File: src/hw/rtl/gcd3d_pkg.sv
// shared types, constants and the arctangent table for the distance pipeline
// no dependencies

package gcd3d_pkg;

   localparam int TRIG_ITERATIONS_DEF = 30;

   // reduction lanes, cordic datapath and angle widths
   localparam int AW = 34;
   localparam int CW = 34;
   localparam int ZW = 33;

   localparam logic signed [AW-1:0] TURN_UNITS         = 34'sd3600000000;
   localparam logic signed [AW-1:0] HALF_TURN_UNITS    = 34'sd1800000000;
   localparam logic signed [AW-1:0] QUARTER_TURN_UNITS = 34'sd900000000;

   localparam logic [32:0] DEG_SCALE       = 33'd8048910508;
   localparam logic [CW-1:0] GAIN_INV_Q30  = 34'd652032874;
   localparam logic [ZW-1:0] HALF_PI_Q30   = 33'd1686629713;
   localparam logic [29:0] EARTH_RADIUS_CM = 30'd637100000;
   localparam logic signed [36:0] ONE_Q30  = 37'sd1073741824;

   typedef struct packed {
      logic signed [CW-1:0] x;
      logic signed [CW-1:0] y;
      logic signed [ZW-1:0] z;
      logic                 flip;
   } rot_type;

   typedef struct packed {
      logic signed [CW-1:0] x;
      logic signed [CW-1:0] y;
      logic signed [ZW-1:0] z;
   } vec_type;

   // atan(2^-i) in q30, rounded to nearest
   function automatic logic [30:0] atan_q30(input int i);
      logic [30:0] v;
      v = '0;
      if (i < 10) begin
         unique case (i)
            0:       v = 31'd843314857;
            1:       v = 31'd497837829;
            2:       v = 31'd263043837;
            3:       v = 31'd133525159;
            4:       v = 31'd67021687;
            5:       v = 31'd33543516;
            6:       v = 31'd16775851;
            7:       v = 31'd8388437;
            8:       v = 31'd4194283;
            9:       v = 31'd2097149;
            default: v = '0;
         endcase
      end else if (i <= 30) begin
         v = 31'd1 << (30 - i);
      end else if (i == 31) begin
         v = 31'd1;
      end
      return v;
   endfunction

endpackage

File: src/hw/rtl/gcd3d_vec_cell.sv
// one vectoring-mode cordic cell, registered output
// depends on gcd3d_pkg

module gcd3d_vec_cell
   import gcd3d_pkg::*;
#(
   parameter int SHIFT = 0
) (
   input  logic    clock,
   input  vec_type cell_in,
   output vec_type cell_out
);

   localparam logic signed [ZW-1:0] ATAN = ZW'(atan_q30(SHIFT));

   logic signed [CW-1:0] xi, yi, dx, dy;
   logic signed [ZW-1:0] zi;
   vec_type out_in, out_ff;

   always_comb begin
      xi = cell_in.x;
      yi = cell_in.y;
      zi = cell_in.z;
      dx = yi >>> SHIFT;
      dy = xi >>> SHIFT;
      if (yi >= 0) begin
         out_in.x = xi + dx;
         out_in.y = yi - dy;
         out_in.z = zi + ATAN;
      end else begin
         out_in.x = xi - dx;
         out_in.y = yi + dy;
         out_in.z = zi - ATAN;
      end
   end

   always_ff @(posedge clock) begin
      out_ff <= out_in;
   end

   assign cell_out = out_ff;

endmodule

File: config.mk
export PLATFORM = sky130hd
export DESIGN_NAME = gcd3d_vec_cell
export DESIGN_NICKNAME = d
export VERILOG_FILES = /design/src/hw/rtl/gcd3d_pkg.sv /design/src/hw/rtl/gcd3d_vec_cell.sv
export SDC_FILE = /design/constraint.sdc
export NUM_CORES = 1
export LEC_CHECK = 0
export ABC_AREA = 1
export BUFFER_PORTS_ARGS = -buffer_cell sky130_fd_sc_hd__buf_2
export CAP_MARGIN = 20
export CORE_ASPECT_RATIO = 0.9
export CORE_UTILIZATION = 55
export DETAILED_ROUTE_END_ITERATION = 6
export PLACE_DENSITY = 0.79
export SLEW_MARGIN = 20
export SYNTH_ARGS = -nofsm -noshare
export SYNTH_HDL_FRONTEND = slang
export SYNTH_SLANG_ARGS = --single-unit
File: constraint.sdc
create_clock -name clock -period 4.05 [get_ports clock]
set_input_delay 0 -clock clock [delete_from_list [all_inputs] [get_ports clock]]
set_output_delay 0 -clock clock [all_outputs]
set_load 0.02 [all_outputs]
==> flow_summary.json, run 1 <==
{
  "ys_ff_latch": 100,
  "diodes": 0,
  "slowest_delay_ps": 540,
  "dieArea_sq_um": 21700,
  "ys_async_sr_fraction_pct": 0,
  "via_per_inst": 5.56,
  "outcome": "complete, no violations",
  "worstMarginPinSlew_ps": 1050,
  "drtIter0Drc": 1319,
  "area_delta_synth_final_pct": 13.0,
  "whs_ps": 12.4,
  "core-area_sq_um": 20800,
  "syn_area_sq_um": 11600,
  "yosys_warnings": 0,
  "cp_slowest_cell": "dlygate4sd3_1",
  "grt-ovfl-total": 0,
  "drive_gt1_share_pct": 12.1,
  "yosysSeqAreaShare_pct": 17.3,
  "gp_congestion": 1.02,
  "worstSetupEndpointType": "flop",
  "synth_area_leader_cell": "nand2_1",
  "post-route-min-period_ps": 2700,
  "largest_reg_flops": 100,
  "vias": 13956,
  "cp_max_fo": 4,
  "grt_setup_unrepaired": "no",
  "fin_crit_sh_pct": 66.7,
  "leakage_nw": 7.40,
  "power_w": 0.00417,
  "die_width_um": 155,
  "final_core_util_pct": 63.1,
  "track_usage_pct": 37.9,
  "ioPinCount": 203,
  "yosys_most_used_dff": "dfxtp_1",
  "slew_violations": 0,
  "die_y_um": 140,
  "dp_cells": 2489,
  "cts_resized": 0,
  "clk_path_buf_depth": 2,
  "cp.arrival_ps": 2960,
  "portBuffers": 202,
  "nNetsFinal": 2438,
  "tns_ps": 0,
  "grt_max_degree": 87,
  "irDropWorstVdd_mv": 0.194,
  "ant_nets": 0,
  "instances_no_fill": 2510,
  "worst-path-buf-inv": 4,
  "yosysTopAreaCellShare_pct": 20.3,
  "clockRootBuffer": "clkbuf_16",
  "htreeDepth": 3,
  "synth.most_common_cell": "nand2_1",
  "cp.required_ps": 4310,
  "yosys-top-cells-count": "nand2_1 (629), inv_1 (323), nor2_1 (199)",
  "min_path_type": "in -> reg",
  "max_slew_margin_pct": 30.0,
  "power_density_nw_per_um2": 318,
  "synth_nets": 2265,
  "cp-start-kind": "input port",
  "crit_path_frequent_cell": "nand2_1",
  "antenna_found_initial": 0,
  "hold_viol_final": 0,
  "path_depth": 17,
  "hold_buffers": 5,
  "cts_setup_buffers": 0,
  "wire_per_inst_um": 16.4,
  "crit_family": "simple AND/OR/NAND/NOR gates",
  "drc": 0,
  "routed_wl_mm": 41.2,
  "first_pass_iters": 6,
  "crit_chain": "dlygate4sd3_1 > buf_2 > ha_1 > inv_1 > fa_1 > inv_1 > nand3_1 > nand2_1 > nand3_1 > nand2_1 > nand2_1 > nand2_1 > nand2_1 > nand2_1 > nand2_1 > nand3_1 > nand2_1",
  "clkTransAtPathRegs_ps": 80,
  "synth_area_leaders": "nand2_1 (20%), dfxtp_1 (17%), ha_1 (12%)",
  "initial_utilization_pct": 55.9,
  "grt_pass1_wl_mm": 64.4,
  "fmax_ghz": 0.370,
  "grt_pass1_vias": 12871,
  "synth-edff-count": 0,
  "cts.sinks": 100,
  "rows": 50,
  "hold_depth": 4,
  "hpwl_mm": 34.1,
  "ys_types": 39,
  "setup_viol": 0,
  "cts_inserted_buffers": 9,
  "syn_inst": 2046,
  "drv_cap": 0,
  "worstSetupPathType": "in -> reg",
  "cts_tree": "done",
  "avgSynthCellArea_sq_um": 5.67
}
-- report_power, final --
part           internal [W]  total (W)  switching, W
registers           0.00117    0.00122     0.0000575
logic              0.000606    0.00198       0.00137
clock network      0.000494   0.000962      0.000468
-- area by class of cell --
class	count	area (sq um)
flip-flops and latches	100	2000
clock buffers	10	229
multi-input cells	1563	8100
clock inverters	6	77.6
inverters	334	1250
well taps	286	358
repair buffers	211	1090
fillers	2154	7660
-- layout by cell type, fill, tap and decap left out, types with 41 or more instances in the layout --
cell type and n:
o21ai_0 111, nand3_1 182, buf_2 201, nor2_1 199, dfxtp_1 100, a21oi_1 132, nand2_1 629, inv_1 323
ha_1 114, xor2_1 41
-- tightest hold or removal path, stage by stage --
cell,delay [ps]
buf_2,120
inv_1,60
ha_1,130
inv_1,40
-- routing by layer --
metal	vias to the layer above	wire length, um	global-route usage [%]
met5	-	0	0
met4	0	1690	15.8
met3	119	4080	5.76
met2	760	18300	62.3
met1	6261	17200	49.1
li1	6816	-	-
-- kinds of logic after synthesis --
logic type                 share of synthesized area [%]
buffers and inverters                               13.0
adders and majority gates                           12.8
xor gates and xnor gates                            3.25
DFF                                                 17.3
AOI/OAI and AO/OA                                   14.5
and+or+nand+nor                                     39.2
-- worst paths after layout --
path | start | end
hold / removal | cell_in[33] | cell_out[33]
setup / recovery | cell_in[67] | cell_out[65]
-- per-stage QoR --
| step | area, sq um | worst slack [ps] |
|---|---|---|
| 6_report | 13100 | 1350 |
| 4_1_cts | 13100 | 1460 |
| 5_1_grt | 13100 | 1130 |
| 3_5_place_dp | 12800 | 1530 |
| 3_3_place_gp | 12800 | 1580 |
| 2_1_floorplan | 11600 | 1710 |
Note: power is estimated with default switching activity, not from simulation.
==> inputs of run 2 (changes only) <==
==> constraint.sdc (replaced) <==
create_clock -name clock -period 2.6 [get_ports clock]
set_input_delay 0 -clock clock [delete_from_list [all_inputs] [get_ports clock]]
set_output_delay 0 -clock clock [all_outputs]
set_load 0.02 [all_outputs]
==> run 2 against run 1 <==
First-iteration DRC count up 9.7%. Sequential share of layout area about the same. Critical path depth unchanged. Count of clock-buffer cells in the layout grew 1. Via count decreased by 0.34%. Clock power grew 46%. Global-route usage barely moved. Worst hold slack lost 5.9 ps. Power rose by 54%. Sequential cell count unchanged.
==> flow_summary.json, run 2 (synthesis results as in run 1) <==
{
  "outcome": "complete, no violations",
  "ioPinCount": 203,
  "diodes": 0,
  "gp_congestion": 0.998,
  "grt_max_degree": 61,
  "switching_share_pct": 45.9,
  "drv_cap": 0,
  "slowest_delay_ps": 520,
  "largest_reg_flops": 100,
  "min_path_type": "in -> reg",
  "p_switching_w": 0.00294,
  "register_area_sq_um": 2000,
  "design_area_sq_um": 13100,
  "wire_per_inst_um": 16.4,
  "fmax_ghz": 0.412,
  "clk_path_buf_depth": 2,
  "crit_family": "simple AND/OR/NAND/NOR gates",
  "drc": 0,
  "hpwl_mm": 34.5,
  "p_comb_share_pct": 48.4,
  "cts_tree": "done",
  "dieArea_sq_um": 21700,
  "leakage_nw": 7.42,
  "slew_violations": 0,
  "drtIter0Drc": 1447,
  "grt_setup_unrepaired": "no",
  "antenna_found_initial": 0,
  "clkTransAtPathRegs_ps": 80,
  "area_delta_synth_final_pct": 13.1,
  "cts_inserted_buffers": 9,
  "worstSetupPathType": "in -> reg",
  "crit_path_frequent_cell": "nand2_1",
  "cp.arrival_ps": 2680,
  "grt-ovfl-total": 0,
  "final_common_cell": "nand2_1",
  "power_density_nw_per_um2": 488,
  "initial_utilization_pct": 55.9,
  "grt_pass1_vias": 12776,
  "via_per_inst": 5.53,
  "post-route-min-period_ps": 2430,
  "whs_ps": 6.48,
  "routed_wl_mm": 41.4,
  "htreeDepth": 3,
  "nNetsFinal": 2443,
  "ant_nets": 0,
  "cp.required_ps": 2860,
  "max_slew_margin_pct": 49.9,
  "worstMarginPinSlew_ps": 752,
  "cts.sinks": 100,
  "worstSetupEndpointType": "flop",
  "fill_cells": 2068,
  "dpl-instance-area_sq_um": 12800,
  "tns_ps": 0,
  "worst-path-buf-inv": 4,
  "hold_viol_final": 0,
  "crit_chain": "dlygate4sd3_1 > buf_2 > ha_2 > inv_1 > fa_1 > inv_2 > nand3_1 > nand2_2 > nand3_1 > nand2_1 > nand2_1 > nand2_1 > nand2_1 > nand2_1 > nand2_1 > nand3_1 > nand2_1",
  "rows": 50,
  "first_pass_iters": 6,
  "drive_gt1_share_pct": 12.4,
  "multi_input_area_sq_um": 8100,
  "clockRootBuffer": "clkbuf_16",
  "grt_pass1_wl_mm": 64.3,
  "p_int_w": 0.00346,
  "fin_crit_sh_pct": 93.3,
  "die_y_um": 140,
  "die_width_um": 155,
  "pwr-share-clk_pct": 21.9,
  "seqPwrFrac_pct": 29.7,
  "cts_setup_buffers": 0,
  "track_usage_pct": 37.9,
  "cp_max_fo": 4,
  "cp_slowest_cell": "dlygate4sd3_1",
  "final_cell_mix": "nand2_1 (628), inv_1 (322), buf_2 (201)",
  "cp-start-kind": "input port",
  "setup_viol": 0,
  "portBuffers": 202,
  "irDropWorstVdd_mv": 0.343,
  "core-area_sq_um": 20800,
  "vias": 13909
}
==> run 2: worst paths after layout <==
kind / to / slack [ps] / cells after the start / from
setup / recovery: cell_out[91] / 170 / 17 / cell_in[67]
hold / removal: cell_out[3] / 6 / 3 / cell_in[3]
==> run 2: what timing repair did <==
action | CTS | global route
endpoints found under the hold margin | 5 | 0
hold buffers | 5 | 0
resized for setup | 0 | 4
setup endpoints to repair | 0 | 6
==> run 2: worst min-delay path, stage by stage <==
cell,delay [ps]
buf_2,100
ha_1,160
xor2_1,70
==> run 2: through the flow <==
step	util, %	power (W)	std cells	setup WS [ps]
2_1_floorplan	-	0.00395	2046	262
3_3_place_gp	61.6	0.00490	2494	182
3_5_place_dp	61.6	0.00494	2494	234
4_1_cts	63.2	0.00633	2515	54.4
5_1_grt	63.2	0.00678	2515	56.4
6_report	63.2	0.00640	2515	174
==> run 2: power by group through the flow <==
stage / combinational, W / sequential (W) / clock (W)
4_1_cts: 0.00303 / 0.00190 / 0.00140
5_1_grt: 0.00338 / 0.00193 / 0.00147
3_3_place_gp: 0.00297 / 0.00193 / 0
6_report: 0.00310 / 0.00190 / 0.00140
2_1_floorplan: 0.00166 / 0.00229 / 0
3_5_place_dp: 0.00301 / 0.00193 / 0
==> run 2: routing by layer <==
metal / global-route usage, % / part of all wire [%] / up-vias / routed length (um)
met1: 47.7 / 41 / 6272 / 17200
met4: 13.1 / 3.2 / 0 / 1320
met3: 6.82 / 9.4 / 103 / 3910
li1: - / - / 6807 / -
met2: 64.5 / 46 / 727 / 19000
met5: 0 / 0 / - / 0
==> run 2: area by class of cell <==
| cell class | count | share of cell area, % |
|---|---|---|
| Clock inverter | 5 | 0.314 |
| Clock buffer | 11 | 1.85 |
| Tap cell | 286 | 2.73 |
| Inverter | 334 | 9.55 |
| Sequential cell | 100 | 15.2 |
| Multi-Input combinational cell | 1563 | 61.7 |
| Timing Repair Buffer | 216 | 8.62 |
