File: config.mk
export PLATFORM = sky130hd
export DESIGN_NAME = gcd3d_sqrt_cell
export DESIGN_NICKNAME = d
export VERILOG_FILES = /design/src/hw/rtl/gcd3d_pkg.sv /design/src/hw/rtl/gcd3d_sqrt_cell.sv
export SDC_FILE = /design/constraint.sdc
export NUM_CORES = 1
export LEC_CHECK = 0
export BUFFER_PORTS_ARGS = -buffer_cell sky130_fd_sc_hd__buf_4
export CELL_PAD_IN_SITES_DETAIL_PLACEMENT = 1
export CELL_PAD_IN_SITES_GLOBAL_PLACEMENT = 1
export CORE_ASPECT_RATIO = 0.5
export CORE_MARGIN = 4
export CORE_UTILIZATION = 39
export CTS_BUF_LIST = sky130_fd_sc_hd__clkbuf_4
export DETAILED_ROUTE_END_ITERATION = 12
export PLACE_DENSITY_LB_ADDON = 0.3
export SLEW_MARGIN = 20
export SYNTH_ARGS = -nofsm -noshare
export SYNTH_HDL_FRONTEND = slang
export SYNTH_SLANG_ARGS = --single-unit
export TNS_END_PERCENT = 5
File: constraint.sdc
create_clock -name clock -period 4.5 [get_ports clock]
set_clock_uncertainty 0.05 [all_clocks]
set_input_delay 0.675 -clock clock [delete_from_list [all_inputs] [get_ports clock]]
set_output_delay 0.675 -clock clock [all_outputs]
set_load 0.005 [all_outputs]
File: src/hw/rtl/gcd3d_pkg.sv
// shared types, constants and the arctangent table for the distance pipeline
// no dependencies

package gcd3d_pkg;

   localparam int TRIG_ITERATIONS_DEF = 30;

   // reduction lanes, cordic datapath and angle widths
   localparam int AW = 34;
   localparam int CW = 34;
   localparam int ZW = 33;

   localparam logic signed [AW-1:0] TURN_UNITS         = 34'sd3600000000;
   localparam logic signed [AW-1:0] HALF_TURN_UNITS    = 34'sd1800000000;
   localparam logic signed [AW-1:0] QUARTER_TURN_UNITS = 34'sd900000000;

   localparam logic [32:0] DEG_SCALE       = 33'd8048910508;
   localparam logic [CW-1:0] GAIN_INV_Q30  = 34'd652032874;
   localparam logic [ZW-1:0] HALF_PI_Q30   = 33'd1686629713;
   localparam logic [29:0] EARTH_RADIUS_CM = 30'd637100000;
   localparam logic signed [36:0] ONE_Q30  = 37'sd1073741824;

   typedef struct packed {
      logic signed [CW-1:0] x;
      logic signed [CW-1:0] y;
      logic signed [ZW-1:0] z;
      logic                 flip;
   } rot_type;

   typedef struct packed {
      logic signed [CW-1:0] x;
      logic signed [CW-1:0] y;
      logic signed [ZW-1:0] z;
   } vec_type;

   // atan(2^-i) in q30, rounded to nearest
   function automatic logic [30:0] atan_q30(input int i);
      logic [30:0] v;
      v = '0;
      if (i < 10) begin
         unique case (i)
            0:       v = 31'd843314857;
            1:       v = 31'd497837829;
            2:       v = 31'd263043837;
            3:       v = 31'd133525159;
            4:       v = 31'd67021687;
            5:       v = 31'd33543516;
            6:       v = 31'd16775851;
            7:       v = 31'd8388437;
            8:       v = 31'd4194283;
            9:       v = 31'd2097149;
            default: v = '0;
         endcase
      end else if (i <= 30) begin
         v = 31'd1 << (30 - i);
      end else if (i == 31) begin
         v = 31'd1;
      end
      return v;
   endfunction

endpackage

File: src/hw/rtl/gcd3d_sqrt_cell.sv
// one digit step of a restoring integer square root, registered, with a side tag
// depends on gcd3d_pkg

module gcd3d_sqrt_cell
   import gcd3d_pkg::*;
#(
   parameter int W    = 64,
   parameter int TW   = 1,
   parameter int STEP = 0
) (
   input  logic          clock,
   input  logic [W-1:0]  in_v,
   input  logic [W-1:0]  in_r,
   input  logic [TW-1:0] in_tag,
   output logic [W-1:0]  out_v,
   output logic [W-1:0]  out_r,
   output logic [TW-1:0] out_tag
);

   localparam logic [W-1:0] BIT = W'(1) << (W - 2 - 2 * STEP);

   logic [W:0]    trial;
   logic [W-1:0]  v_in, v_ff, r_in, r_ff;
   logic [TW-1:0] tag_ff;

   always_comb begin
      trial = {1'b0, in_r} + {1'b0, BIT};
      if ({1'b0, in_v} >= trial) begin
         v_in = in_v - trial[W-1:0];
         r_in = (in_r >> 1) + BIT;
      end else begin
         v_in = in_v;
         r_in = in_r >> 1;
      end
   end

   always_ff @(posedge clock) begin
      v_ff   <= v_in;
      r_ff   <= r_in;
      tag_ff <= in_tag;
   end

   assign out_v   = v_ff;
   assign out_r   = r_ff;
   assign out_tag = tag_ff;

endmodule

==> metrics.cfg, run 1 <==
[routing]
wire_per_inst_um=19.6
dr.pass1.iters=5
vias=7861
viasPerCell=5.38
routed_wl_um=28600
ant_nets=0
drc_errors=0
drtIter0Drc=404

[timing]
setup_tns_ns=0
rsz0062_at_grt=no
final-max-slew-violation-count=0
post-route-period-util_pct=78.9
finalSetupViolCount=0
slew_headroom_pct=41.0
whs_ns=0.106
fmax_mhz=282
tightestPinTransition_ns=0.875
finalHoldViolations=0
timing.final.crit_period_ns=3.55

[yosys]
synth_area_mm2=0.00799
synthDistinctLibCells=73
synth_area_per_cell_um2=8.54
async_flop_share_pct=0
yosys.area.top_type=dfxtp_1
yosysTopAreaCellShare_pct=32.3
synth_ff_type=dfxtp_1
yosys_warnings=0
synth_edf_count=0
syn-num-nets=1132
synthCells=936
seq_area_frac_synth_pct=32.3
yosys-top-cells-area=dfxtp_1, ha_1, a21oi_1, mux2_4, inv_1
synth-seq-cells=129

[flow_run]
drv_cap=0

[clock_tree]
cts_buffer_depth=2
path_clk_slew_ns=0.14
clockRootBuffer=clkbuf_4
h-tree-depth=4
cts_sinks=129
cts_tree=done
numCtsBuffers=17
cts_resized=0
post_cts_buffers=0
cts_hold_buf=0

[cells_and_area]
layout_commonest_cell=buf_4
final_nets=1377
area_growth_pct=30.5
multi_input_area_mm2=0.00483
fill_cells=2378
drive_above_1_share_pct=30.4
layout_common_cells=buf_4, dfxtp_1, inv_1, a21oi_1, ha_1
seq_area_mm2=0.00258

[pwr]
p_leak_nw=5.08
ir_drop_v=0.000177
p_per_area_mw_per_mm2=330

[grt]
grt_util_all_layers_pct=24.3
grt_pass1_vias=8214
overflow=0
grt_pass1_wl_um=44100
antenna_found_initial=1
grt_max_degree=37

[floorplan]
dieHeight_um=109
rows=36
boundaryPins=259
die_x_um=210
die_area_mm2=0.0230
initial_utilization_pct=40.4
core_area_mm2=0.0198

[placement]
portBuffers=258
gp_congestion=0.884
dpl.hpwl_um=23400

[run_status]
outcome=finished, final reports clean

[worst_hold_path]
hold_path.class=in -> reg

[setup_path]
critPathRequiredTime_ns=4.95
end_kind=flop
crit_fanout=8
startpoint_type=input pin
critPathKind=in -> reg
cp.arrival_ns=4.00

[state kept, by name, indices dropped and copies added, names as in the netlist]
register	cells
out_r	64
out_tag	1
out_v	64
[synthesized netlist by cell type, types with 4 or more instances]
library cell  instances
a211o_1               5
a211oi_1              4
a21o_1               40
a21oi_1              84
a31oi_1              14
a41oi_1               5
and2_1                5
and3_1               11
buf_2                 7
buf_6                 4
clkbuf_1             28
dfxtp_1             129
ha_1                 65
inv_1                90
mux2_2               17
mux2_4               25
nand2_1              61
nand2b_1              5
nand3_1              28
nand4_1              22
nor2_1               54
nor2b_1               7
nor3_1               29
o211ai_1              4
o21a_1                6
o21ai_0              33
o21ai_1               4
o21bai_1             16
o31ai_1              13
or2_2                 4
or3_1                 6
xnor2_1              36
xor2_1               15
[critical path, stage by stage]
cell and delay (ns):
buf_4 0.14, ha_1 0.42, nand4_1 0.19, nor2_1 0.35, nand2_1 0.12, o21ai_0 0.70
o21ai_0 0.29, a31oi_1 0.32, a21oi_1 0.19, nand3_1 0.14, o311ai_0 0.16, mux2_4 0.29
[kinds of logic after synthesis]
family,synth area share (%)
multiplexers,7.22
AND/OR/NAND/NOR,15.2
XOR/XNOR,5.59
flip-flops,32.3
adder cells (fa/ha/maj),10.4
buffers and inverters,7.22
AO/OA/AOI/OAI,22.1
[cell type report]
class	instances	area share, %
timing repair buffer	270	19.6
clock inverter	15	1.62
tap	266	3.19
clock buffer	17	1.22
antenna	1	0.0240
sequential	129	24.8
inverter	91	3.28
multi-input combinational	672	46.3
[where the power goes]
part           internal, mW  switching [mW]
sequential             1.28          0.0439
clock                 0.380           0.485
combinational         0.614           0.639
total                  2.28            1.17
[stage by stage]
step,util (%),area [µm²],power [mW],setup WS (ns),instances
after floorplan,-,7990,2.06,1.03,936
after global placement,51.2,10100,2.56,0.473,1428
after detailed placement,51.2,10100,2.60,0.314,1428
after CTS,52.7,10400,3.48,1.01,1460
after global routing,52.7,10400,3.65,0.783,1461
final,52.7,10400,3.44,0.948,1461
[final timing paths]
path | start | end | slack, ns | depth (start not counted)
worst max-delay path | in_v[26] | out_v[54] | 0.95 | 12
worst min-delay path | in_r[36] | out_r[35] | 0.11 | 1
[routing by layer]
layer / wire length (µm) / up-vias / GRT usage, %
met5: 0 / - / 0
met1: 12800 / 3830 / 31.2
met2: 13900 / 185 / 42.0
li1: - / 3825 / -
met4: 338 / 0 / 5.59
met3: 1530 / 21 / 5.66
Power figures use the tool's default switching activity.
==> run 2: changes to the inputs <==
Settings changed: ABC_AREA from default to 1, CORE_UTILIZATION 39 to 37.
Clock period 4.5 ns to 3.3 ns, I/O delays scaled along.
==> metrics.cfg, run 2 <==
[routing]
drtIter0Drc=749  ; +85%
vias=11687  ; +49%
wire_per_inst_um=17.7  ; -9.4%
ant_nets=0  ; unchanged
dr.pass1.iters=5  ; unchanged
routed_wl_um=43100  ; +51%
viasPerCell=4.81  ; -11%
drc_errors=0  ; unchanged

[clock_tree]
cts_resized=0  ; unchanged
path_clk_slew_ns=0.16  ; +0.02 ns
cts_buffer_depth=2  ; unchanged
cts_tree=done
clockRootBuffer=clkbuf_4
h-tree-depth=4  ; unchanged
cts_sinks=129  ; unchanged
numCtsBuffers=17  ; unchanged

[yosys]
synth_edf_count=0  ; unchanged
synth_most_common_cell=nand2_1
synth_ff_type=dfxtp_1
syn-num-nets=1929  ; +70%
seq_area_frac_synth_pct=26.2  ; -6.1 points
yosysTopAreaCellShare_pct=27.6  ; -4.7 points
synth_area_mm2=0.00986  ; +23%
yosys_warnings=0  ; unchanged
yosys-top-cells-area=nand2_1, dfxtp_1, inv_1, ha_1, nand3_1
async_flop_share_pct=0  ; unchanged
yosys-top-cells-count=nand2_1, inv_1, nand3_1
synth_area_per_cell_um2=5.69  ; -33%
yosys.area.top_type=nand2_1
synth-seq-cells=129  ; unchanged
synthCells=1733  ; +85%
synthDistinctLibCells=31  ; -58%

[placement]
gp_congestion=0.978  ; +11%
place_inst=2323  ; +63%
portBuffers=258  ; unchanged
detailedPlace.worstSlack_ns=0.337  ; +0.0227 ns
dpl.hpwl_um=33200  ; +42%

[setup_path]
critPathKind=in -> reg
critical_path_buf_inv_count=5  ; +4
critPathRequiredTime_ns=3.79  ; -1.16 ns
cp_top_family=simple AND/OR/NAND/NOR gates
startpoint_type=input pin
cp.arrival_ns=3.43  ; -0.57 ns
crit_chain=dlygate4sd3_1 -> buf_4 -> inv_1 -> ha_1 -> nand2_1 -> nor2_1 -> inv_1 -> nor2_2 -> nand2_1 -> nor2_2 -> nand3_1 -> nand2_1 -> nor2_4 -> buf_4 -> nand3_1 -> nand2_1
end_kind=flop
cp_slowest_stage_delay_ns=0.53  ; -0.17 ns
cp_slowest_cell=dlygate4sd3_1
cpMostUsedCell=nand2_1
crit_fanout=38  ; +30

[flow_run]
drv_cap=0  ; unchanged

[floorplan]
die_area_mm2=0.0295  ; +28%
rows=41  ; +14%
initial_utilization_pct=38.4  ; -2.0 points
dieHeight_um=123  ; +13%
boundaryPins=259  ; unchanged
die_x_um=239  ; +14%
core_area_mm2=0.0257  ; +30%

[cells_and_area]
layout_commonest_cell=nand2_1
stdcell_count=2429  ; +66%
final_nets=2267  ; +65%
final_util_pct=51.6  ; -1.1 points
layout_common_cells=nand2_1, inv_1, buf_4, nand3_1, dfxtp_1
drive_above_1_share_pct=16.4  ; -14 points
area_growth_pct=34.6

[grt]
antenna_found_initial=1  ; unchanged
grt_util_all_layers_pct=28.9  ; +4.6 points
grt_max_degree=39  ; +5.4%
overflow=0  ; unchanged
grt_pass1_wl_um=65300  ; +48%
grt_pass1_vias=12005  ; +46%

[run_status]
outcome=finished, final reports clean

[pwr]
p_leak_nw=8.04  ; +58%
p_per_area_mw_per_mm2=397  ; +20%
p_total_mw=5.26  ; +53%
ir_drop_v=0.000224  ; +26%

[worst_hold_path]
hold_path.class=in -> reg

[timing]
finalSetupViolCount=0  ; unchanged
timing.final.crit_period_ns=2.94
post-route-period-util_pct=89.0
finalHoldViolations=0  ; unchanged
slew_headroom_pct=64.6  ; +24 points
final-max-slew-violation-count=0  ; unchanged
tightestPinTransition_ns=0.532  ; -0.344 ns
rsz0062_at_grt=no
postLayoutSetupSlackWorst_ns=0.363  ; -0.585 ns
setup_tns_ns=0  ; unchanged
fmax_mhz=340

==> run 2: through the flow <==
| step | hold WS (ns) | instance area [µm²] |
|---|---|---|
| floorplan | 0.473 | 9860 |
| global placement | 0.550 | 12200 |
| detailed placement | 0.552 | 12200 |
| CTS | 0.0000837 | 13200 |
| global route | 0.000756 | 13300 |
| finish | 0.0455 | 13300 |
==> run 2: cell families (layout without fill, tap and decap cells) <==
| logic type | count (synthesis) | count (layout) | synth area share, % |
|---|---|---|---|
| simple gates | 1025 | 1025 | 42.9 |
| xor+xnor | 31 | 31 | 2.75 |
| other cells | 0 | 1 | 0 |
| compound gates | 51 | 51 | 2.63 |
| buf+inv | 431 | 782 | 17.1 |
| flops | 129 | 129 | 26.2 |
| fa+ha+maj | 66 | 66 | 8.45 |
==> run 2: final timing paths <==
kind | startpoint | endpoint | slack, ns | cells after the start
setup / recovery | in_r[44] | out_v[4] | 0.36 | 16
hold / removal | in_v[31] | out_v[31] | 0.05 | 3
==> run 2: timing repair <==
action                     CTS  global route
hold buffers                70             3
setup endpoints to repair    0             0
buffers inserted             0             0
hold endpoints to repair    70             3
==> run 2: layout make-up <==
cell class	count	area [µm²]
Antenna cell	1	2.50
Clock buffer	18	135
Clock inverter	14	226
Fill cell	3613	12400
Inverter	410	1540
Multi-Input combinational cell	1173	5600
Sequential cell	129	2580
Tap cell	344	430
Timing Repair Buffer	340	2760
==> run 2: worst min-delay path: cells and delay by family <==
family        cells  cell delay (ns)
buf+inv           1             0.09
simple gates      2             0.14
==> run 2: report_power, final <==
group	switching [mW]	leakage (nW)	total, mW	internal, mW
Combinational	1.21	6.77	2.03	0.819
Clock	0.720	0.185	1.42	0.699
Sequential	0.0622	1.09	1.82	1.75
==> run 2: metal layers <==
metal	up-vias	track usage [%]	wire (µm)
met5	-	0	0
li1	5786	-	-
met1	5498	37.2	19200
met3	67	7.00	3020
met4	0	8.35	1050
met2	336	48.6	19800
