File: config.mk
export PLATFORM = sky130hd
export DESIGN_NAME = gcd3d_rot_cell
export DESIGN_NICKNAME = d
export VERILOG_FILES = /design/src/hw/rtl/gcd3d_pkg.sv /design/src/hw/rtl/gcd3d_rot_cell.sv
export SDC_FILE = /design/constraint.sdc
export NUM_CORES = 1
export LEC_CHECK = 0
export BUFFER_PORTS_ARGS = -buffer_cell sky130_fd_sc_hd__buf_2
export CELL_PAD_IN_SITES_DETAIL_PLACEMENT = 1
export CELL_PAD_IN_SITES_GLOBAL_PLACEMENT = 1
export CORE_ASPECT_RATIO = 1.4
export CORE_MARGIN = 2
export CORE_UTILIZATION = 31
export CTS_CLUSTER_DIAMETER = 120
export CTS_CLUSTER_SIZE = 30
export DETAILED_ROUTE_END_ITERATION = 10
export PLACE_DENSITY_LB_ADDON = 0.1
export SLEW_MARGIN = 40
export SYNTH_ARGS = -nofsm -noshare
export SYNTH_HDL_FRONTEND = slang
export SYNTH_SLANG_ARGS = --single-unit
File: constraint.sdc
create_clock -name clock -period 6.7 [get_ports clock]
set_input_delay 0.67 -clock clock [delete_from_list [all_inputs] [get_ports clock]]
set_output_delay 0.67 -clock clock [all_outputs]
set_load 0.02 [all_outputs]
File: src/hw/rtl/gcd3d_pkg.sv
// shared types, constants and the arctangent table for the distance pipeline
// no dependencies

package gcd3d_pkg;

   localparam int TRIG_ITERATIONS_DEF = 30;

   // reduction lanes, cordic datapath and angle widths
   localparam int AW = 34;
   localparam int CW = 34;
   localparam int ZW = 33;

   localparam logic signed [AW-1:0] TURN_UNITS         = 34'sd3600000000;
   localparam logic signed [AW-1:0] HALF_TURN_UNITS    = 34'sd1800000000;
   localparam logic signed [AW-1:0] QUARTER_TURN_UNITS = 34'sd900000000;

   localparam logic [32:0] DEG_SCALE       = 33'd8048910508;
   localparam logic [CW-1:0] GAIN_INV_Q30  = 34'd652032874;
   localparam logic [ZW-1:0] HALF_PI_Q30   = 33'd1686629713;
   localparam logic [29:0] EARTH_RADIUS_CM = 30'd637100000;
   localparam logic signed [36:0] ONE_Q30  = 37'sd1073741824;

   typedef struct packed {
      logic signed [CW-1:0] x;
      logic signed [CW-1:0] y;
      logic signed [ZW-1:0] z;
      logic                 flip;
   } rot_type;

   typedef struct packed {
      logic signed [CW-1:0] x;
      logic signed [CW-1:0] y;
      logic signed [ZW-1:0] z;
   } vec_type;

   // atan(2^-i) in q30, rounded to nearest
   function automatic logic [30:0] atan_q30(input int i);
      logic [30:0] v;
      v = '0;
      if (i < 10) begin
         unique case (i)
            0:       v = 31'd843314857;
            1:       v = 31'd497837829;
            2:       v = 31'd263043837;
            3:       v = 31'd133525159;
            4:       v = 31'd67021687;
            5:       v = 31'd33543516;
            6:       v = 31'd16775851;
            7:       v = 31'd8388437;
            8:       v = 31'd4194283;
            9:       v = 31'd2097149;
            default: v = '0;
         endcase
      end else if (i <= 30) begin
         v = 31'd1 << (30 - i);
      end else if (i == 31) begin
         v = 31'd1;
      end
      return v;
   endfunction

endpackage

File: src/hw/rtl/gcd3d_rot_cell.sv
// one rotation-mode cordic cell, registered output
// depends on gcd3d_pkg

module gcd3d_rot_cell
   import gcd3d_pkg::*;
#(
   parameter int SHIFT = 0
) (
   input  logic    clock,
   input  rot_type cell_in,
   output rot_type cell_out
);

   localparam logic signed [ZW-1:0] ATAN = ZW'(atan_q30(SHIFT));

   logic signed [CW-1:0] xi, yi, dx, dy;
   logic signed [ZW-1:0] zi;
   rot_type out_in, out_ff;

   always_comb begin
      xi = cell_in.x;
      yi = cell_in.y;
      zi = cell_in.z;
      dx = yi >>> SHIFT;
      dy = xi >>> SHIFT;
      out_in = cell_in;
      if (zi >= 0) begin
         out_in.x = xi - dx;
         out_in.y = yi + dy;
         out_in.z = zi - ATAN;
      end else begin
         out_in.x = xi + dx;
         out_in.y = yi - dy;
         out_in.z = zi + ATAN;
      end
   end

   always_ff @(posedge clock) begin
      out_ff <= out_in;
   end

   assign cell_out = out_ff;

endmodule

==> qor.csv, run 1 <==
stage,metric,value,unit
logic_synthesis,Yosys reg bits,101,
sta,clock period minus worst slack,3.84,ns
sta,relative slew slack,0.434,
logic_synthesis,area share of fa/ha/maj cells after synthesis,0.178,
worst_setup_path,maximum net fanout on the critical path,66,
logic_synthesis,Post-synth ARST share,0,
layout,# fillers,3859,
logic_synthesis,post-synthesis cell area,9670,sq um
route,drt first pass iters,5,
worst_setup_path,Critical Path AT,4.15,ns
logic_synthesis,multiplexer share of the synthesized area,0.0124,
placed_design,GPL Wtd Cong,0.898,
status,status,"finished, final reports clean",
cts,Clock Tree Buf Depth,2,
worst_setup_path,Crit path required time,7.01,ns
global_route,largest net degree at the start of global routing,67,
cts,H-tree levels,3,
logic_synthesis,simple-gate share of the synthesized area,0.163,
layout,Syn-to-layout area delta,17.0,%
sta,Final period util,0.573,
route,routed wire length,36000,microns
logic_synthesis,Synth Area in Compound Gates,0.290,
floorplan,core area,30700,sq um
power,P_leak,5.35,nW
logic_synthesis,"Seq/Total Area, Yosys",0.209,
power,Peak VDD IR,0.0996,mV
layout,proportion of layout cells with a drive suffix above 1,0.170,
power,PD cells,219,nW/um^2
worst_setup_path,kind of critical path,primary input to flop,
sta,Setup Total Neg Slack,0,ns
route,DRT antenna net count,0,
global_route,GRT overflow,0,
floorplan,Initial Util,0.315,
sta,RSZ-0062 raised after global routing,false,
global_route,first-pass GRT wire length,55700,microns
sta,highest attainable clock frequency,260,MHz
logic_synthesis,Mean Syn Cell Area,7.64,sq um
global_route,vias in the first global route,10200,
route,# DRC,0,
cts,clk sinks,101,
route,vias per cell,5.31,
layout,final core occ,0.368,
placed_design,pre-CTS WS,2.43,ns
sta,Hold Fails Final Rpt,0,
worst_setup_path,Setup crit start,cell_in[33],
placed_design,port bufs,204,
cts,CTS Buf Count,9,
worst_setup_path,Startpoint Class,primary input,
logic_synthesis,Post-synth EDFFs,0,
cts,Worst-path clk slew,0.07,ns
floorplan,chip width,153,microns
logic_synthesis,XOR/XNOR share of the synthesized area,0.0815,
worst_setup_path,Setup crit end,cell_out[32],
sta,Slew Limit Fails,0,
cts,CTS tree,done,
worst_hold_path,min-delay src,cell_in[0],
logic_synthesis,Post-Synthesis Cells,1265,
sta,post-route setup slack,2.86,ns
route,vias post-DR,9720,
route,initial detailed-routing violation count,379,
global_route,antenna violations before repair,0,
logic_synthesis,Synth cell types,78,
layout,max FFs per register,101,
logic_synthesis,Syn Nets,1503,
worst_setup_path,Worst setup EP type,flop,
floorplan,Ports,205,
logic_synthesis,synth warn,0,
floorplan,die area,32600,sq um
route,Wirelength per Cell,19.7,microns
placed_design,Final HPWL DP,29500,microns
cts,root buf cell,clkbuf_16,
layout,# nets final,1671,
cts,post-CTS setup buffers,0,
logic_synthesis,main combinational cell family by area after synthesis,compound AO/OA/AOI/OAI gates,
cts,# resized after CTS,0,
sta,# setup viols final,0,
floorplan,Core Rows,76,
worst_hold_path,HP Class,primary input to flop,
sta,Tightest Pin Transition,0.842,ns
cts,number of hold buffers added after CTS,0,
run,max-cap violations,0,
global_route,GRT Util Overall,0.218,
floorplan,die height,213,microns
logic_synthesis,Post-synth top flop,dfxtp_1,
-- metal layers --
| layer | track usage | wire [microns] | vias to the layer above |
|---|---|---|---|
| li1 | - | - | 4804 |
| met1 | 0.243 | 14800 | 4655 |
| met2 | 0.415 | 18800 | 204 |
| met3 | 0.0276 | 1180 | 57 |
| met4 | 0.0904 | 1220 | 0 |
| met5 | 0 | 0 | - |
-- worst max-delay path: stages --
cell and delay, ns:
buf_4 0.39, buf_4 0.68, ha_1 0.45, a21o_1 0.21, a21oi_1 0.19, nor2b_1 0.07, o211ai_1 0.21, a31oi_1 0.22
a311oi_1 0.57, o31ai_1 0.11, a21oi_1 0.21, xnor2_1 0.13
-- cells by family (layout without fill, tap and decap cells) --
kind of cell / count (synthesis) / after routing
and+or+nand+nor: 324 / 324
muxes: 12 / 12
AOI/OAI and AO/OA: 436 / 436
other: 0 / 1
buffers and inverters: 167 / 340
DFF: 101 / 101
xor gates and xnor gates: 90 / 90
adders and majority gates: 135 / 135
-- where the power goes --
part	internal [mW]	switching, mW
Sequential	0.741	0.0378
Combinational	0.408	0.745
Clock	0.293	0.258
-- through the flow --
step / hold slack [ns] / power (mW) / cell area, sq um / std cells
2_1_floorplan: 0.698 / 1.55 / 9670 / 1265
3_3_place_gp: 0.772 / 1.94 / 11000 / 1812
3_5_place_dp: 0.777 / 1.94 / 11000 / 1812
4_1_cts: 0.366 / 2.51 / 11300 / 1828
5_1_grt: 0.375 / 2.64 / 11300 / 1828
6_report: 0.390 / 2.48 / 11300 / 1829
-- Yosys cell counts, types with 8 or more instances --
cell	count	area, sq um
or2_2	9	56.3
mux2i_1	12	120
nor2b_1	19	119
dfxtp_1	101	2020
nand2_1	64	240
o21ai_0	73	365
a21oi_1	146	731
xnor2_1	69	604
a21o_1	43	323
o31ai_1	13	97.6
inv_1	111	417
ha_1	131	1640
xor2_1	21	184
a31oi_1	15	93.8
nand3_1	21	105
nand4_1	12	75.1
a2111oi_0	8	70.1
o21a_1	19	143
clkbuf_1	35	131
buf_1	11	41.3
nor2_1	110	413
o211ai_1	8	60.1
o21bai_1	35	263
nand2b_1	12	75.1
a211oi_1	11	82.6
nor3_1	32	160
-- layout make-up --
type	instances	area [sq um]	area share
clock inverter	6	71.3	0.00630
timing repair buffer	208	1050	0.0931
clock buffer	10	229	0.0202
multi-input combinational	997	7010	0.620
antenna	1	2.50	0.000221
sequential	101	2020	0.179
inverter	116	435	0.0385
tap	390	488	0.0431
-- worst min-delay path by stage --
stage,endpoint,depth (start not counted)
global route,cell_out[0],1
global placement,cell_out[0],1
CTS,cell_out[0],1
floorplan,cell_out[0],0
finish,cell_out[0],1
detailed placement,cell_out[0],1
-- placed cells by master (no fill, tap or decap), drive strengths merged, types with 8 or more instances in the layout --
cell type	instances
nand3	23
xor2	21
nor2	110
a2111oi	9
xnor2	69
o21bai	35
a211oi	12
o211ai	8
o31ai	13
o21ai	80
mux2i	12
nor2b	19
nor3	32
or2	9
o21a	19
dfxtp	101
a21oi	146
ha	131
inv	114
nand2b	12
a31oi	15
a21o	43
nand4	12
clkbuf	10
nand2	64
buf	208
Note: power is estimated with default switching activity, not from simulation.
==> run 2: changes to the inputs <==
==> constraint.sdc (replaced) <==
create_clock -name clock -period 3.8 [get_ports clock]
set_input_delay 0.38 -clock clock [delete_from_list [all_inputs] [get_ports clock]]
set_output_delay 0.38 -clock clock [all_outputs]
set_load 0.02 [all_outputs]
==> run 2 against run 1 <==
  * Total power rose by 83%
  * Worst setup slack got worse by 2.1 ns
  * Global-route usage rose by 0.64 points
  * Highest routed layer unchanged
  * Sequential share of layout area fell by 0.47 points
  * Clock-buffer cell count did not move
  * Worst hold slack got worse by 0.29 ns
  * Critical path type unchanged
  * Largest cell class unchanged
  * Utilization rose by 1.0 points
  * Routed wire length rose by 2.2%
  * Combinational power rose by 82%
  * Clock power rose by 96%
  * Via count rose by 1.3%
==> qor.csv, run 2 (same netlist as run 1, synthesis figures left out) <==
stage,metric,value,unit,change
worst_setup_path,kind of critical path,primary input to flop,,
route,# DRC,0,,unchanged
cts,H-tree levels,3,,unchanged
global_route,vias in the first global route,10400,,+2.1%
floorplan,Initial Util,0.315,,unchanged
floorplan,Core Rows,76,,unchanged
power,Pwr Total,4.54,mW,+83%
route,DRT antenna net count,0,,unchanged
cts,CTS tree,done,,
global_route,GRT Util Overall,0.224,,+0.00639
power,Peak VDD IR,0.212,mV,+110%
worst_hold_path,min-delay src,cell_in[0],,
layout,# fillers,3901,,+1.1%
cts,number of hold buffers added after CTS,0,,unchanged
layout,Non-Filler Instances,1866,,+2.0%
layout,# nets final,1709,,+2.3%
route,drt first pass iters,5,,unchanged
cts,CTS Buf Count,9,,unchanged
sta,Final period util,0.800,,
sta,Slew Limit Fails,0,,unchanged
route,vias per cell,5.28,,-0.67%
worst_setup_path,Worst setup EP type,flop,,
global_route,antenna violations before repair,0,,unchanged
sta,RSZ-0062 raised after global routing,false,,
layout,fin area,11600,sq um,+2.7%
worst_setup_path,Critical Path AT,3.36,ns,-0.79 ns
route,Wirelength per Cell,19.7,microns,+0.15%
route,vias post-DR,9850,,+1.3%
run,max-cap violations,0,,unchanged
sta,relative slew slack,0.482,,+0.0482
route,routed wire length,36800,microns,+2.2%
cts,clk sinks,101,,unchanged
power,PD cells,391,nW/um^2,+78%
global_route,largest net degree at the start of global routing,61,,-9.0%
worst_hold_path,HP Class,primary input to flop,,
placed_design,GPL Wtd Cong,0.907,,+0.99%
floorplan,die height,213,microns,unchanged
global_route,GRT overflow,0,,unchanged
floorplan,core area,30700,sq um,unchanged
worst_setup_path,Startpoint Class,primary input,,
layout,Antenna Cells,0,,-1
sta,Final Hold Slack,0.103,ns,-0.287 ns
floorplan,chip width,153,microns,unchanged
placed_design,pre-CTS WS,0.399,ns,-2.03 ns
cts,# resized after CTS,0,,unchanged
layout,most frequent cells in the layout,"buf_2, a21oi_1, ha_1, inv_1, nor2_1",,
global_route,first-pass GRT wire length,57100,microns,+2.5%
route,initial detailed-routing violation count,333,,-12%
sta,Hold Fails Final Rpt,0,,unchanged
sta,highest attainable clock frequency,329,MHz,
worst_hold_path,hold path depth,1,,unchanged
sta,# setup viols final,0,,unchanged
cts,root buf cell,clkbuf_16,,
floorplan,die area,32600,sq um,unchanged
sta,post-route setup slack,0.759,ns,-2.10 ns
cts,Worst-path clk slew,0.08,ns,about the same
sta,Tightest Pin Transition,0.770,ns,-0.0717 ns
cts,Clock Tree Buf Depth,2,,unchanged
sta,clock period minus worst slack,3.04,ns,
worst_hold_path,Worst Hold End,cell_out[0],,
layout,proportion of layout cells with a drive suffix above 1,0.192,,+0.0214
worst_setup_path,maximum net fanout on the critical path,8,,-88%
worst_setup_path,Crit path required time,4.11,ns,-2.90 ns
layout,final core occ,0.378,,+0.0100
layout,"commonest non-fill, non-tap cell in the layout",buf_2,,
placed_design,Placement Cell Area,11300,sq um,+2.5%
power,P_leak,5.55,nW,+3.8%
layout,max FFs per register,101,,unchanged
placed_design,port bufs,204,,unchanged
status,status,"finished, final reports clean",,
placed_design,Inst Count DP,1850,,+2.1%
cts,post-CTS setup buffers,0,,unchanged
layout,Syn-to-layout area delta,20.2,%,
sta,Setup Total Neg Slack,0,ns,unchanged
placed_design,Final HPWL DP,30600,microns,+3.7%
floorplan,Ports,205,,unchanged
## run 2: worst max path at each step
stage	from	to	slack, ns	cells past startpoint
floorplan	cell_in[33]	cell_out[32]	0.14	13
global placement	cell_in[68]	cell_out[98]	0.45	15
detailed placement	cell_in[33]	cell_out[32]	0.40	13
CTS	cell_in[33]	cell_out[32]	0.79	13
global route	cell_in[33]	cell_out[32]	0.56	13
finish	cell_in[33]	cell_out[32]	0.76	13
## run 2: per-layer routing
| layer | GRT usage | up-vias | share of wire |
|---|---|---|---|
| met4 | 0.110 | 0 | 0.039 |
| li1 | - | 4870 | - |
| met2 | 0.420 | 255 | 0.51 |
| met5 | 0 | - | 0 |
| met3 | 0.0244 | 67 | 0.035 |
| met1 | 0.251 | 4658 | 0.41 |
## run 2: where the power goes
group / internal [mW] / switching, mW
Clock: 0.601 / 0.481
Combinational: 0.763 / 1.33
Sequential: 1.31 / 0.0633
## run 2: worst max-delay path, cell delays in order
cell	delay (ns)
buf_4	0.13
inv_2	0.15
ha_1	0.32
or4_1	0.51
o21ai_1	0.11
a2111oi_0	0.09
buf_4	0.17
o211ai_1	0.29
a31oi_1	0.21
a311oi_1	0.54
o31ai_1	0.11
a21oi_1	0.20
xnor2_1	0.13
## run 2: area by class of cell
class	count	area, sq um	area share
clock buffer	10	239	0.0206
inverter	116	435	0.0375
clock inverter	6	92.6	0.00797
tap	390	488	0.0420
multi-input combinational	997	7000	0.603
timing repair buffer	246	1340	0.115
sequential	101	2020	0.174
==> run 3: changes to the inputs <==
==> constraint.sdc (replaced) <==
create_clock -name clock -period 2.43 [get_ports clock]
set_input_delay 0.243 -clock clock [delete_from_list [all_inputs] [get_ports clock]]
set_output_delay 0.243 -clock clock [all_outputs]
set_load 0.02 [all_outputs]
==> run 3 against run 2 <==
  * The run now ends with setup timing left
  * Sequential power grew 57%
  * Cell count grew 20%
  * Die area is the same
  * First-iteration DRC count grew 17%
  * Global-route usage grew 3.2 points
  * Via count grew 16%
  * Worst hold slack lost 0.019 ns
  * Combinational power grew 110%
  * Total power grew 80%
  * Sequential share of layout area shrank 4.4 points
  * Largest cell class unchanged
==> qor.csv, run 3 (same netlist as run 1, synthesis figures left out) <==
stage,metric,value,unit,change
power,P_int,4.93,mW,+85%
worst_setup_path,Top delay family on crit path,simple AND/OR/NAND/NOR gates,,
sta,Hold Fails Final Rpt,0,,unchanged
layout,final core occ,0.508,,+0.130
run,max-cap violations,0,,unchanged
floorplan,Core Rows,76,,unchanged
global_route,GRT overflow,0,,unchanged
placed_design,port bufs,204,,unchanged
global_route,vias in the first global route,12200,,+18%
power,logic gate share of total power,0.537,,+0.076
route,vias per cell,5.12,,-2.9%
route,# DRC,0,,unchanged
cts,CTS Buf Count,9,,unchanged
layout,most frequent cells in the layout,"buf_4, buf_2, a21oi_1, nor2_1, dfxtp_1",,
worst_hold_path,HP Class,primary input to flop,,
status,status,"finished, violations left",,
layout,Non-Filler Instances,2236,,+20%
global_route,first-pass GRT wire length,65200,microns,+14%
sta,clock period minus worst slack,2.66,ns,
floorplan,die height,213,microns,unchanged
worst_setup_path,"slowest stage delay, CP",0.40,ns,-0.14 ns
worst_setup_path,"slowest stage cell, crit path",or4_1,,
power,sw frac,0.398,,-0.0142
worst_setup_path,WP depth,13,,unchanged
layout,Antenna Cells,0,,unchanged
worst_setup_path,Setup crit start,cell_in[40],,
worst_hold_path,min-delay src,cell_in[1],,
floorplan,die area,32600,sq um,unchanged
floorplan,Ports,205,,unchanged
floorplan,Initial Util,0.315,,unchanged
power,Switching Power,3.26,mW,+74%
cts,Worst-path clk slew,0.07,ns,about the same
worst_setup_path,Startpoint Class,primary input,,
worst_setup_path,kind of critical path,primary input to flop,,
worst_setup_path,crit path buf inv count,3,,unchanged
placed_design,Inst Count DP,2197,,+19%
sta,# setup viols final,25,,+25
cts,root buf cell,clkbuf_16,,
worst_setup_path,Critical Path AT,2.93,ns,-0.43 ns
power,Peak VDD IR,0.310,mV,+46%
power,Pwr Total,8.19,mW,+80%
worst_hold_path,Worst Hold End,cell_out[1],,
cts,CTS tree,done,,
worst_hold_path,hold path depth,2,,+1
worst_setup_path,Worst setup EP type,flop,,
route,drt first pass iters,6,,+1
power,clock power share,0.200,,-0.038
floorplan,core area,30700,sq um,unchanged
cts,clk sinks,101,,unchanged
sta,Final period util,1.09,,
layout,proportion of layout cells with a drive suffix above 1,0.428,,+0.237
cts,Clock Tree Buf Depth,2,,unchanged
sta,highest attainable clock frequency,376,MHz,
status,failing checks,setup timing,,
global_route,antenna violations before repair,0,,unchanged
layout,max FFs per register,101,,unchanged
sta,relative slew slack,0.409,,-0.0728
sta,RSZ-0062 raised after global routing,true,,
layout,fin area,15600,sq um,+34%
route,vias post-DR,11500,,+16%
global_route,GRT Util Overall,0.256,,+0.0317
worst_setup_path,worst path cell trace,"buf_8, inv_8, ha_4, nor3b_4, a2111oi_4, and4_4, a211oi_4, buf_4, o311ai_4, nand3_2, a211o_1, or4_1, and4b_1",,
route,routed wire length,42500,microns,+16%
worst_setup_path,Crit path required time,2.71,ns,-1.40 ns
sta,post-route setup slack,-0.229,ns,-0.988 ns
sta,Tightest Pin Transition,0.887,ns,+0.116 ns
cts,H-tree levels,3,,unchanged
placed_design,Final HPWL DP,35100,microns,+15%
layout,Syn-to-layout area delta,61.4,%,
worst_setup_path,maximum net fanout on the critical path,3,,-5
floorplan,chip width,153,microns,unchanged
placed_design,GPL Wtd Cong,0.912,,+0.47%
power,P_leak,7.56,nW,+36%
global_route,largest net degree at the start of global routing,88,,+44%
sta,Slew Limit Fails,0,,unchanged
route,initial detailed-routing violation count,391,,+17%
layout,# nets final,2079,,+22%
route,Wirelength per Cell,19.0,microns,-3.5%
power,Reg power frac,0.263,,-0.038
power,PD cells,525,nW/um^2,+34%
layout,"commonest non-fill, non-tap cell in the layout",buf_4,,
placed_design,Placement Cell Area,14200,sq um,+26%
route,DRT antenna net count,0,,unchanged
==> run 3: cell count changes in the layout (fill, tap and decap cells not counted), moves of 10 or more <==
| cell | delta |
|---|---|
| buf_2 | -12 |
| o21ai_1 | +13 |
| ha_4 | +24 |
| a21oi_1 | -21 |
| ha_1 | -31 |
| buf_4 | +350 |
| a21oi_2 | +18 |
| o21ai_0 | -23 |
| inv_1 | -10 |
| buf_6 | +24 |
==> run 3: routing by layer <==
| layer | vias up | GRT usage | wire [microns] |
|---|---|---|---|
| met5 | - | 0 | 0 |
| met4 | 0 | 0.126 | 1810 |
| met3 | 81 | 0.0235 | 1250 |
| met2 | 241 | 0.498 | 23000 |
| met1 | 5518 | 0.274 | 16500 |
| li1 | 5617 | - | - |
==> run 3: final cells by class <==
cell class,count,area (sq um)
fillers,3772,15100
repair buffers,616,4310
flip-flops and latches,101,2020
multi-input cells,997,7990
clock buffers,13,250
clock inverters,3,68.8
inverters,116,473
well taps,390,488
==> run 3: metrics by stage <==
| step | setup WS, ns | hold WS (ns) | setup TNS (ns) |
|---|---|---|---|
| after CTS | -0.142 | 0.0594 | -1.37 |
| after floorplan | -0.228 | 0.271 | -1.51 |
| final | -0.229 | 0.0831 | -1.97 |
| after global routing | -0.285 | 0.0951 | -5.47 |
| after global placement | -0.659 | 0.346 | -23.99 |
| after detailed placement | -0.709 | 0.352 | -26.43 |
==> run 3: timing repair <==
action                                 in CTS  in global routing
gates resized for setup                   124                 82
hold buffers                                1                  0
pin swaps                                  64                 55
endpoints found under the hold margin       1                  0
setup buffers                              11                 11
setup endpoints to repair                  38                 50
==> run 3: power groups by stage <==
| stage | clock, mW | sequential (mW) | combinational (mW) |
|---|---|---|---|
| finish | 1.64 | 2.15 | 4.40 |
| global route | 1.75 | 2.19 | 4.73 |
| CTS | 1.71 | 2.16 | 4.25 |
| detailed placement | 0 | 2.19 | 4.05 |
| global placement | 0 | 2.19 | 3.99 |
| floorplan | 0 | 2.68 | 1.67 |
==> run 3: how the worst max path moves through the flow <==
stage	endpoint	slack, ns
2_1_floorplan	cell_out[30]	-0.23
3_3_place_gp	cell_out[67]	-0.66
3_5_place_dp	cell_out[94]	-0.71
4_1_cts	cell_out[100]	-0.14
5_1_grt	cell_out[100]	-0.28
6_report	cell_out[100]	-0.23
